===== src/sv/bpc_pkg.sv =====
// Shared types and constants for the barometric pressure compensation block.
package bpc_pkg;

  localparam int unsigned RawW    = 16;
  localparam int unsigned DropW   = 6;
  localparam int unsigned CountW  = RawW - DropW;
  localparam int unsigned CoefW   = 16;
  localparam int unsigned AccW    = 32;
  localparam int unsigned CfgIdxW = 3;

  localparam int unsigned ShA11    = 14;
  localparam int unsigned ShA1     = 11;
  localparam int unsigned ShA2Coef = 15;
  localparam int unsigned ShA2     = 16;
  localparam int unsigned ShY1     = 10;
  localparam int unsigned ShAlign  = 10;
  localparam int unsigned DivShift = 13;

  // Register indexes of the configuration port.
  typedef enum logic [CfgIdxW-1:0] {
    CfgA0  = 3'd0,
    CfgB1  = 3'd1,
    CfgB2  = 3'd2,
    CfgC12 = 3'd3,
    CfgC11 = 3'd4,
    CfgC22 = 3'd5
  } cfg_idx_e;

  // The six calibration coefficients.
  typedef struct packed {
    logic signed [CoefW-1:0] a0;
    logic signed [CoefW-1:0] b1;
    logic signed [CoefW-1:0] b2;
    logic signed [CoefW-1:0] c12;
    logic signed [CoefW-1:0] c11;
    logic signed [CoefW-1:0] c22;
  } coef_t;

  // Last polynomial stage handed to the output stage.
  typedef struct packed {
    logic                  valid;
    logic signed [AccW-1:0] value;
  } sum_t;

endpackage


===== src/sv/bpc_coef_regs.sv =====
// Calibration coefficient registers written through the configuration port.
module bpc_coef_regs (
  input  logic                           clk_i,
  input  logic                           rst_ni,
  input  logic                           cfg_valid_i,
  input  logic [bpc_pkg::CfgIdxW-1:0]    cfg_index_i,
  input  logic [bpc_pkg::CoefW-1:0]      cfg_data_i,
  output bpc_pkg::coef_t                 coef_o
);

  bpc_pkg::coef_t coef_q, coef_d;

  always_comb begin
    coef_d = coef_q;
    if (cfg_valid_i) begin
      unique case (bpc_pkg::cfg_idx_e'(cfg_index_i))
        bpc_pkg::CfgA0:  coef_d.a0  = cfg_data_i;
        bpc_pkg::CfgB1:  coef_d.b1  = cfg_data_i;
        bpc_pkg::CfgB2:  coef_d.b2  = cfg_data_i;
        bpc_pkg::CfgC12: coef_d.c12 = cfg_data_i;
        bpc_pkg::CfgC11: coef_d.c11 = cfg_data_i;
        bpc_pkg::CfgC22: coef_d.c22 = cfg_data_i;
        default:         coef_d     = coef_q;
      endcase
    end
  end

  always_ff @(posedge clk_i or negedge rst_ni) begin
    if (!rst_ni) begin
      coef_q <= '0;
    end else begin
      coef_q <= coef_d;
    end
  end

  assign coef_o = coef_q;

endmodule


===== src/sv/bpc_poly_pipe.sv =====
// Five-stage pipeline that evaluates the compensation polynomial.
module bpc_poly_pipe (
  input  logic                         clk_i,
  input  logic                         rst_ni,
  input  logic                         en_i,
  input  logic                         valid_i,
  input  logic [bpc_pkg::RawW-1:0]     pressure_raw_i,
  input  logic [bpc_pkg::RawW-1:0]     temperature_raw_i,
  input  bpc_pkg::coef_t               coef_i,
  output bpc_pkg::sum_t                sum_o
);

  localparam int unsigned W = bpc_pkg::AccW;
  localparam int unsigned CW = bpc_pkg::CountW;

  // Valid bits for stages one to five.
  logic [4:0] vld_q, vld_d;

  // Stage 1: counts and first-order products.
  logic [CW-1:0]         s1_padc_q, s1_tadc_q;
  logic signed [26:0]    s1_p11_q, s1_p12_q, s1_p22_q;
  // Stage 2: a11 and a2.
  logic [CW-1:0]         s2_padc_q, s2_tadc_q;
  logic signed [17:0]    s2_a11_q;
  logic signed [15:0]    s2_a2_q;
  logic signed [26:0]    s2_p12_q;
  // Stage 3: a1.
  logic [CW-1:0]         s3_padc_q, s3_tadc_q;
  logic signed [18:0]    s3_a1_q;
  logic signed [15:0]    s3_a2_q;
  // Stage 4: second products.
  logic signed [29:0]    s4_m1_q;
  logic signed [26:0]    s4_m2_q;
  // Stage 5: full sum before division.
  logic signed [W-1:0]   s5_v_q;

  logic [CW-1:0]         padc, tadc;
  logic signed [26:0]    p11, p12, p22;
  logic signed [W-1:0]   sum_a11, sum_a2, sum_a1, sum_y1, y1_al, v;
  logic signed [17:0]    a11;
  logic signed [15:0]    a2;
  logic signed [18:0]    a1;
  logic signed [29:0]    m1;
  logic signed [26:0]    m2;
  logic signed [20:0]    y1;

  always_comb begin
    padc = pressure_raw_i[bpc_pkg::RawW-1:bpc_pkg::DropW];
    tadc = temperature_raw_i[bpc_pkg::RawW-1:bpc_pkg::DropW];
    p11  = coef_i.c11 * $signed({1'b0, padc});
    p12  = coef_i.c12 * $signed({1'b0, tadc});
    p22  = coef_i.c22 * $signed({1'b0, tadc});

    sum_a11 = (W'(coef_i.b1) <<< bpc_pkg::ShA11) + W'(s1_p11_q);
    a11     = 18'(sum_a11 >>> bpc_pkg::ShA11);
    sum_a2  = (W'(coef_i.b2) <<< bpc_pkg::ShA2Coef) + W'(s1_p22_q >>> 1);
    a2      = 16'(sum_a2 >>> bpc_pkg::ShA2);

    sum_a1 = (W'(s2_a11_q) <<< bpc_pkg::ShA1) + W'(s2_p12_q);
    a1     = 19'(sum_a1 >>> bpc_pkg::ShA1);

    m1 = s3_a1_q * $signed({1'b0, s3_padc_q});
    m2 = s3_a2_q * $signed({1'b0, s3_tadc_q});

    sum_y1 = (W'(coef_i.a0) <<< bpc_pkg::ShY1) + W'(s4_m1_q);
    y1     = 21'(sum_y1 >>> bpc_pkg::ShY1);
    y1_al  = W'(y1) <<< bpc_pkg::ShAlign;
    v      = y1_al + W'(s4_m2_q);
  end

  assign vld_d = {vld_q[3:0], valid_i};

  always_ff @(posedge clk_i or negedge rst_ni) begin
    if (!rst_ni) begin
      vld_q <= '0;
    end else if (en_i) begin
      vld_q <= vld_d;
    end
  end

  always_ff @(posedge clk_i) begin
    if (en_i) begin
      s1_padc_q <= padc;
      s1_tadc_q <= tadc;
      s1_p11_q  <= p11;
      s1_p12_q  <= p12;
      s1_p22_q  <= p22;

      s2_padc_q <= s1_padc_q;
      s2_tadc_q <= s1_tadc_q;
      s2_a11_q  <= a11;
      s2_a2_q   <= a2;
      s2_p12_q  <= s1_p12_q;

      s3_padc_q <= s2_padc_q;
      s3_tadc_q <= s2_tadc_q;
      s3_a1_q   <= a1;
      s3_a2_q   <= s2_a2_q;

      s4_m1_q   <= m1;
      s4_m2_q   <= m2;

      s5_v_q    <= v;
    end
  end

  assign sum_o.valid = vld_q[4];
  assign sum_o.value = s5_v_q;

endmodule


===== src/sv/bpc_div_out.sv =====
// Output stage: signed divide by 8192 toward zero and the result register.
module bpc_div_out (
  input  logic                              clk_i,
  input  logic                              rst_ni,
  input  bpc_pkg::sum_t                     sum_i,
  input  logic                              out_ready_i,
  output logic                              en_o,
  output logic                              out_valid_o,
  output logic signed [bpc_pkg::CoefW-1:0]  compensated_pressure_o
);

  localparam int unsigned W = bpc_pkg::AccW;

  logic                             out_valid_q;
  logic signed [bpc_pkg::CoefW-1:0] out_data_q, out_data_d;
  logic signed [W-1:0]              bias, quot;

  // Adding 2^13-1 to a negative value makes the arithmetic shift round toward zero.
  always_comb begin
    bias       = $signed({{(W-bpc_pkg::DivShift){1'b0}}, {bpc_pkg::DivShift{sum_i.value[W-1]}}});
    quot       = (sum_i.value + bias) >>> bpc_pkg::DivShift;
    out_data_d = quot[bpc_pkg::CoefW-1:0];
  end

  assign en_o = !out_valid_q || out_ready_i;

  always_ff @(posedge clk_i or negedge rst_ni) begin
    if (!rst_ni) begin
      out_valid_q <= 1'b0;
    end else if (en_o) begin
      out_valid_q <= sum_i.valid;
    end
  end

  always_ff @(posedge clk_i) begin
    if (en_o) begin
      out_data_q <= out_data_d;
    end
  end

  assign out_valid_o            = out_valid_q;
  assign compensated_pressure_o = out_data_q;

endmodule


===== src/sv/barometric_pressure_compensation.sv =====
// Top level of the fixed-point barometric pressure compensation block.
//
// This block turns one pair of raw 16-bit pressure and temperature converter
// words into one signed 16-bit compensated pressure count. The low six bits of
// each raw word are dropped, and the remaining 10-bit counts go through the
// sensor's calibration polynomial using the six coefficients held in the
// configuration registers. A new request is taken every clock cycle while the
// output side keeps up. Each result passes through five polynomial stages and
// the divide-by-8192 output register. Each polynomial stage holds either up to
// three small multiplies or up to two add-and-shift steps. When the output is
// stalled the whole pipeline holds, so in_ready_o follows out_ready_i whenever
// a result is waiting. Coefficients are written one per cycle through the
// configuration port (cfg_ready_o is always high); writes to an index above
// five are dropped, and they are meant to be written only while no request is
// in flight.

module barometric_pressure_compensation (
  input  logic                              clk_i,
  input  logic                              rst_ni,

  input  logic                              cfg_valid_i,
  output logic                              cfg_ready_o,
  input  logic [bpc_pkg::CfgIdxW-1:0]       cfg_index_i,
  input  logic [bpc_pkg::CoefW-1:0]         cfg_data_i,

  input  logic                              in_valid_i,
  output logic                              in_ready_o,
  input  logic [bpc_pkg::RawW-1:0]          pressure_raw_i,
  input  logic [bpc_pkg::RawW-1:0]          temperature_raw_i,

  output logic                              out_valid_o,
  input  logic                              out_ready_i,
  output logic signed [bpc_pkg::CoefW-1:0]  compensated_pressure_o
);

  bpc_pkg::coef_t coef;
  bpc_pkg::sum_t  sum;
  logic           en;

  // Configuration writes are never stalled.
  assign cfg_ready_o = 1'b1;

  bpc_coef_regs u_coef_regs (
    .clk_i       (clk_i),
    .rst_ni      (rst_ni),
    .cfg_valid_i (cfg_valid_i),
    .cfg_index_i (cfg_index_i),
    .cfg_data_i  (cfg_data_i),
    .coef_o      (coef)
  );

  // The pipeline advances whenever the output register is empty or being drained.
  assign in_ready_o = en;

  bpc_poly_pipe u_poly_pipe (
    .clk_i             (clk_i),
    .rst_ni            (rst_ni),
    .en_i              (en),
    .valid_i           (in_valid_i),
    .pressure_raw_i    (pressure_raw_i),
    .temperature_raw_i (temperature_raw_i),
    .coef_i            (coef),
    .sum_o             (sum)
  );

  bpc_div_out u_div_out (
    .clk_i                  (clk_i),
    .rst_ni                 (rst_ni),
    .sum_i                  (sum),
    .out_ready_i            (out_ready_i),
    .en_o                   (en),
    .out_valid_o            (out_valid_o),
    .compensated_pressure_o (compensated_pressure_o)
  );

endmodule


===== config.mk =====
export PLATFORM = sky130hd
export DESIGN_NAME = barometric_pressure_compensation
export DESIGN_NICKNAME = d
export VERILOG_FILES = /design/src/sv/bpc_pkg.sv /design/src/sv/bpc_coef_regs.sv /design/src/sv/bpc_poly_pipe.sv /design/src/sv/bpc_div_out.sv /design/src/sv/barometric_pressure_compensation.sv
export SDC_FILE = /design/constraint.sdc
export NUM_CORES = 2
export LEC_CHECK = 0
export BUFFER_PORTS_ARGS = -buffer_cell sky130_fd_sc_hd__buf_4
export CORE_MARGIN = 8
export CORE_UTILIZATION = 65
export DETAILED_ROUTE_END_ITERATION = 8
export MAX_ROUTING_LAYER = met4
export PLACE_DENSITY = 0.82
export SLEW_MARGIN = 20
export SYNTH_ARGS = -nofsm -noshare
export SYNTH_HDL_FRONTEND = slang
export SYNTH_HIERARCHICAL = 1
export SYNTH_SLANG_ARGS = --single-unit

===== constraint.sdc =====
create_clock -name clk_i -period 22 [get_ports clk_i]
set_input_delay 1.1 -clock clk_i [delete_from_list [all_inputs] [get_ports clk_i]]
set_output_delay 1.1 -clock clk_i [all_outputs]
set_load 0.1 [all_outputs]

Word-level counts from Yosys, hierarchy flattened
Cells that the tools add are included.
{"block": "op_classes", "addsub": 6, "n_mul": 5, "eq_ne": 5, "reduce_logical": 9}
{"operator": "16-bit by 11-bit multiplier with 27-bit output", "n": 4}
{"operator": "31-bit by 26-bit adder with 32-bit output", "n": 1}
{"operator": "31-bit by 27-bit adder with 32-bit output", "n": 1}
{"operator": "26-bit by 30-bit adder with 31-bit output", "n": 1}
{"operator": "30-bit by 27-bit adder with 31-bit output", "n": 1}
{"operator": "19-bit by 11-bit multiplier with 30-bit output", "n": 1}
{"operator": "28-bit by 27-bit adder with 29-bit output", "n": 1}
{"operator": "29-bit by 14-bit adder with 29-bit output", "n": 1}
{"operator": "2-bit AND reduction", "n": 6}
{"operator": "3-bit by 2-bit equality test with 1-bit output, second input constant", "n": 2}
{"operator": "3-bit equality test, second input constant", "n": 2}
{"operator": "3-bit by 1-bit equality test with 1-bit output, second input constant", "n": 1}
{"operator": "3-bit logical NOT", "n": 1}
{"operator": "1-bit logical NOT", "n": 1}
{"operator": "1-bit logical OR", "n": 1}
{"block": "totals", "register_bits": 443, "in_bits": 56, "word_cells": 51}

Depth between registers and ports, before layout
{"block": "depth", "ltp_word": 2, "mapped_depth": 23, "depth_no_buf": 21}

Cells and area by module
Netlist, hierarchy kept.
{"mod": "bpc_poly_pipe", "instances": 1, "cells_each": 4238, "area_each_um2": 41546.1, "seq_area_each_um2": 7992.7}
{"mod": "bpc_coef_regs", "instances": 1, "cells_each": 208, "area_each_um2": 3678.5, "seq_area_each_um2": 2402.3}
{"mod": "bpc_div_out", "instances": 1, "cells_each": 119, "area_each_um2": 1298.7, "seq_area_each_um2": 505.5}
{"mod": "barometric_pressure_compensation", "instances": 1, "cells_each": 2, "area_each_um2": 11.3, "seq_area_each_um2": 0.0}

Worst setup path after synthesis
Ideal clock, no wire load.
{"block": "synth_timing", "path_type": "in2reg", "from": "input out_ready_i", "to": "register u_poly_pipe.vld_q[0]", "setup_time_ns": 0.105, "arrival_ns": 9.676, "slack_ns": 12.219, "stages": 2, "n_path_buf": 0, "cell_sequence": "nand2b_1 > mux2_2"}
{"block": "synth_between", "elab_chain_cells": 1}
{"element": "from (decl)", "line_no": "barometric_pressure_compensation.sv:32", "text": "input logic out_ready_i,"}
{"element": "1-bit logical OR", "line_no": "bpc_div_out.sv:25", "text": "assign en_o = !out_valid_q || out_ready_i;"}
{"element": "to (signal assigned)", "line_no": "bpc_poly_pipe.sv:77", "text": "vld_q <= vld_d;"}
{"element": "to (decl)", "line_no": "bpc_poly_pipe.sv:17", "text": "logic [4:0] vld_q, vld_d;"}
No other way between the ends.
A chain may end at the register's enable or synchronous reset.

Final worst setup path
{"block": "layout_timing", "from": "register u_poly_pipe.s3_padc_q[5]", "to": "register u_poly_pipe.s4_m1_q[29] (data pin)"}
{"block": "layout_between", "elab_chain_cells": 1}
{"element": "from (decl)", "line_no": "bpc_poly_pipe.sv:28", "text": "logic [CW-1:0] s3_padc_q, s3_tadc_q;"}
{"element": "from (signal assigned)", "line_no": "bpc_poly_pipe.sv:95", "text": "s3_padc_q <= s2_padc_q;"}
{"element": "19-bit by 11-bit multiplier with 30-bit output", "line_no": "bpc_poly_pipe.sv:62", "text": "m1 = s3_a1_q * $signed({1'b0, s3_padc_q});"}
{"element": "net u_poly_pipe.m1[29]", "line_no": "bpc_poly_pipe.sv:43", "text": "logic signed [29:0] m1;"}
{"element": "to (signal assigned)", "line_no": "bpc_poly_pipe.sv:100", "text": "s4_m1_q <= m1;"}
{"element": "to (decl)", "line_no": "bpc_poly_pipe.sv:32", "text": "logic signed [29:0] s4_m1_q;"}
The timed path passes the listed nets, and every way through them passes these cells.

==> metrics.md <==
| Metric | Value |
|---|---|
| Setup total negative slack | 0 ps |
| Die span in y | 283 µm |
| Layout cells sized above 1 | 0.0605 |
| Max Cap Violations | 0 |
| GRT Total Usage | 0.255 |
| DR iter-0 viols | 2,063 |
| Fin worst setup slack | 15,570 ps |
| Final ANT Viol Nets | 0 |
| Gpl congestion | 0.883 |
| Core Region | 71,100 µm² |
| DIE AREA | 80,200 µm² |
| Final net count | 5,715 |
| # hold bufs at CTS | 0 |
| Final hold vios | 0 |
| Reg2reg start | u_poly_pipe/s3_padc_q[5] |
| FP Rows | 98 |
| Unrepaired setup endpoints after global routing | false |
| Post-CTS setup buffer count | 0 |
| Synth warnings | 6 |
| CP max FO | 18 |
| Rel. slew slack | 0.364 |
| Critical Path AT | 6720 ps |
| Vias in the first global route | 33.7k |
| Clock period minus final worst setup slack | 6430 ps |
| Dpl ws | 15,140 ps |
| Required @ worst endpoint | 22,290 ps |
| Hold Path End | u_poly_pipe/s2_p12_q[15] |
| Cts bufs inserted | 41 |
| Initial antenna violation count | 7 |
| Routed wire length | 96.6 mm |
| Worst reg2reg setup slack | 15,570 ps |
| Type of the worst setup path | flip-flop to flip-flop |
| H-tree Lvls | 2 |
| CTS Sinks | 378 |
| Slew @ Worst Pin | 954 ps |
| Synthesized area | 46,400 µm² |
| RR Endpoint | u_poly_pipe/s4_m1_q[29] |
| First-pass GRT wire length | 165 mm |
| Post-CTS sizing | 0 |
| Hold_sp | u_poly_pipe/s1_p12_q[15] |
| Commonest non-fill, non-tap cell in the layout | inv_1 |
| Synthesized net count | 5,759 |
| Remaining DRCs | 0 |
| Pin count of the biggest net entering global routing | 74 |
| Worst-path clk slew | 60 ps |
| CTS tree | done |
| Area grow syn2layout | 5.27% |
| R2R cell count | 19 |
| Fin. max-slew vios | 0 |
| Via density | 5.62 |
| Boundary Pins | 75 |
| Drt first pass iters | 5 |
| Fin crit share | 0.292 |
| Initial Util | 0.653 |
| Mapped Avg Cell Area | 10.2 µm² |
| Post-DP HPWL | 73.4 mm |
| I/O Buffers | 61 |
| Most frequent cells in the layout | inv_1 (1,026), fa_1 (745), nand2_1 (525), ha_1 (399), and2_1 (361) |
| Max frequency | 156 MHz |
| Clock Skew | 17.4 ps |
| Worst-skew pair later-pin latency | 570 ps |
| Hold Crit Class | flip-flop to flip-flop |
| Longest Clk Path Bufs | 3 |
| Routed len/inst | 17.6 µm |
| Die width | 283 µm |
| Final Setup Violations | 0 |
| Hold Path Cell Cnt | 0 |
| Mapped Cells | 4,559 |
| Congestion Overflow GR | 0 |
| DR vias | 30.9k |
| Critical path startpoint category | flip-flop |
| Outcome | finished clean |
| CP Capture Type | flip-flop |
| Root buf cell | clkbuf_16 |
## registers in the layout (all words and copies together) (netlist names), 16 cells and up
name / count
u_coef_regs/coef_o: 96
u_div_out/compensated_pressure_o: 16
u_poly_pipe/s1_p12_q: 16
u_poly_pipe/s2_a11_q: 17
u_poly_pipe/s2_a2_q: 16
u_poly_pipe/s2_p12_q: 16
u_poly_pipe/s3_a1_q: 18
u_poly_pipe/s3_a2_q: 16
u_poly_pipe/s4_m1_q: 20
u_poly_pipe/s4_m2_q: 27
u_poly_pipe/s5_v_q: 30
## cell type report
type | count | area (µm²)
multi-input combinational | 3001 | 31100
fill | 5172 | 22200
sequential | 378 | 10800
inverter | 1026 | 3850
tap | 950 | 1190
clock buffer | 52 | 1150
timing repair buffer | 67 | 503
clock inverter | 24 | 234
antenna | 6 | 15.0
## how the worst max path moves through the flow
stage	startpoint	endpoint	slack [ps]
after floorplan	out_ready_i	u_poly_pipe/vld_q[0]	12270
after global placement	temperature_raw_i[8]	u_poly_pipe/s1_p12_q[26]	15270
after detailed placement	temperature_raw_i[8]	u_poly_pipe/s1_p12_q[26]	15140
after CTS	u_poly_pipe/s3_padc_q[5]	u_poly_pipe/s4_m1_q[29]	15620
after global routing	u_poly_pipe/s3_padc_q[6]	u_poly_pipe/s4_m1_q[29]	15140
final	u_poly_pipe/s3_padc_q[5]	u_poly_pipe/s4_m1_q[29]	15570
## critical path, stage by stage (launching register included)
cell,delay (ps)
edfxtp_1,830
nand2_1,170
fa_1,570
inv_1,60
fa_1,550
fa_1,430
fa_1,490
inv_1,50
fa_1,480
inv_1,50
ha_1,340
a21oi_1,170
o21ai_0,110
o41ai_1,500
o21ai_0,230
o21ai_0,250
nand2_1,170
a21o_1,210
o41ai_1,370
xnor2_1,130
## layer usage
metal | track usage | up-vias | wire (µm)
li1 | - | 14000 | -
met1 | 0.323 | 15600 | 39500
met4 | 0.0811 | 0 | 2890
met3 | 0.0396 | 213 | 6600
met2 | 0.425 | 1042 | 47600
met5 | - | - | 0
## metrics by stage
step | std cells | utilization | area [µm²] | hold WS [ps]
2_1_floorplan | 4559 | - | 46400 | 400
3_3_place_gp | 5421 | 0.668 | 47500 | 400
3_5_place_dp | 5421 | 0.668 | 47500 | 405
4_1_cts | 5497 | 0.687 | 48900 | 407
5_1_grt | 5503 | 0.687 | 48900 | 418
6_report | 5504 | 0.687 | 48900 | 414
Power is not shown: default switching activity piles up to over one toggle a cycle in this logic, so the estimate is an artifact.
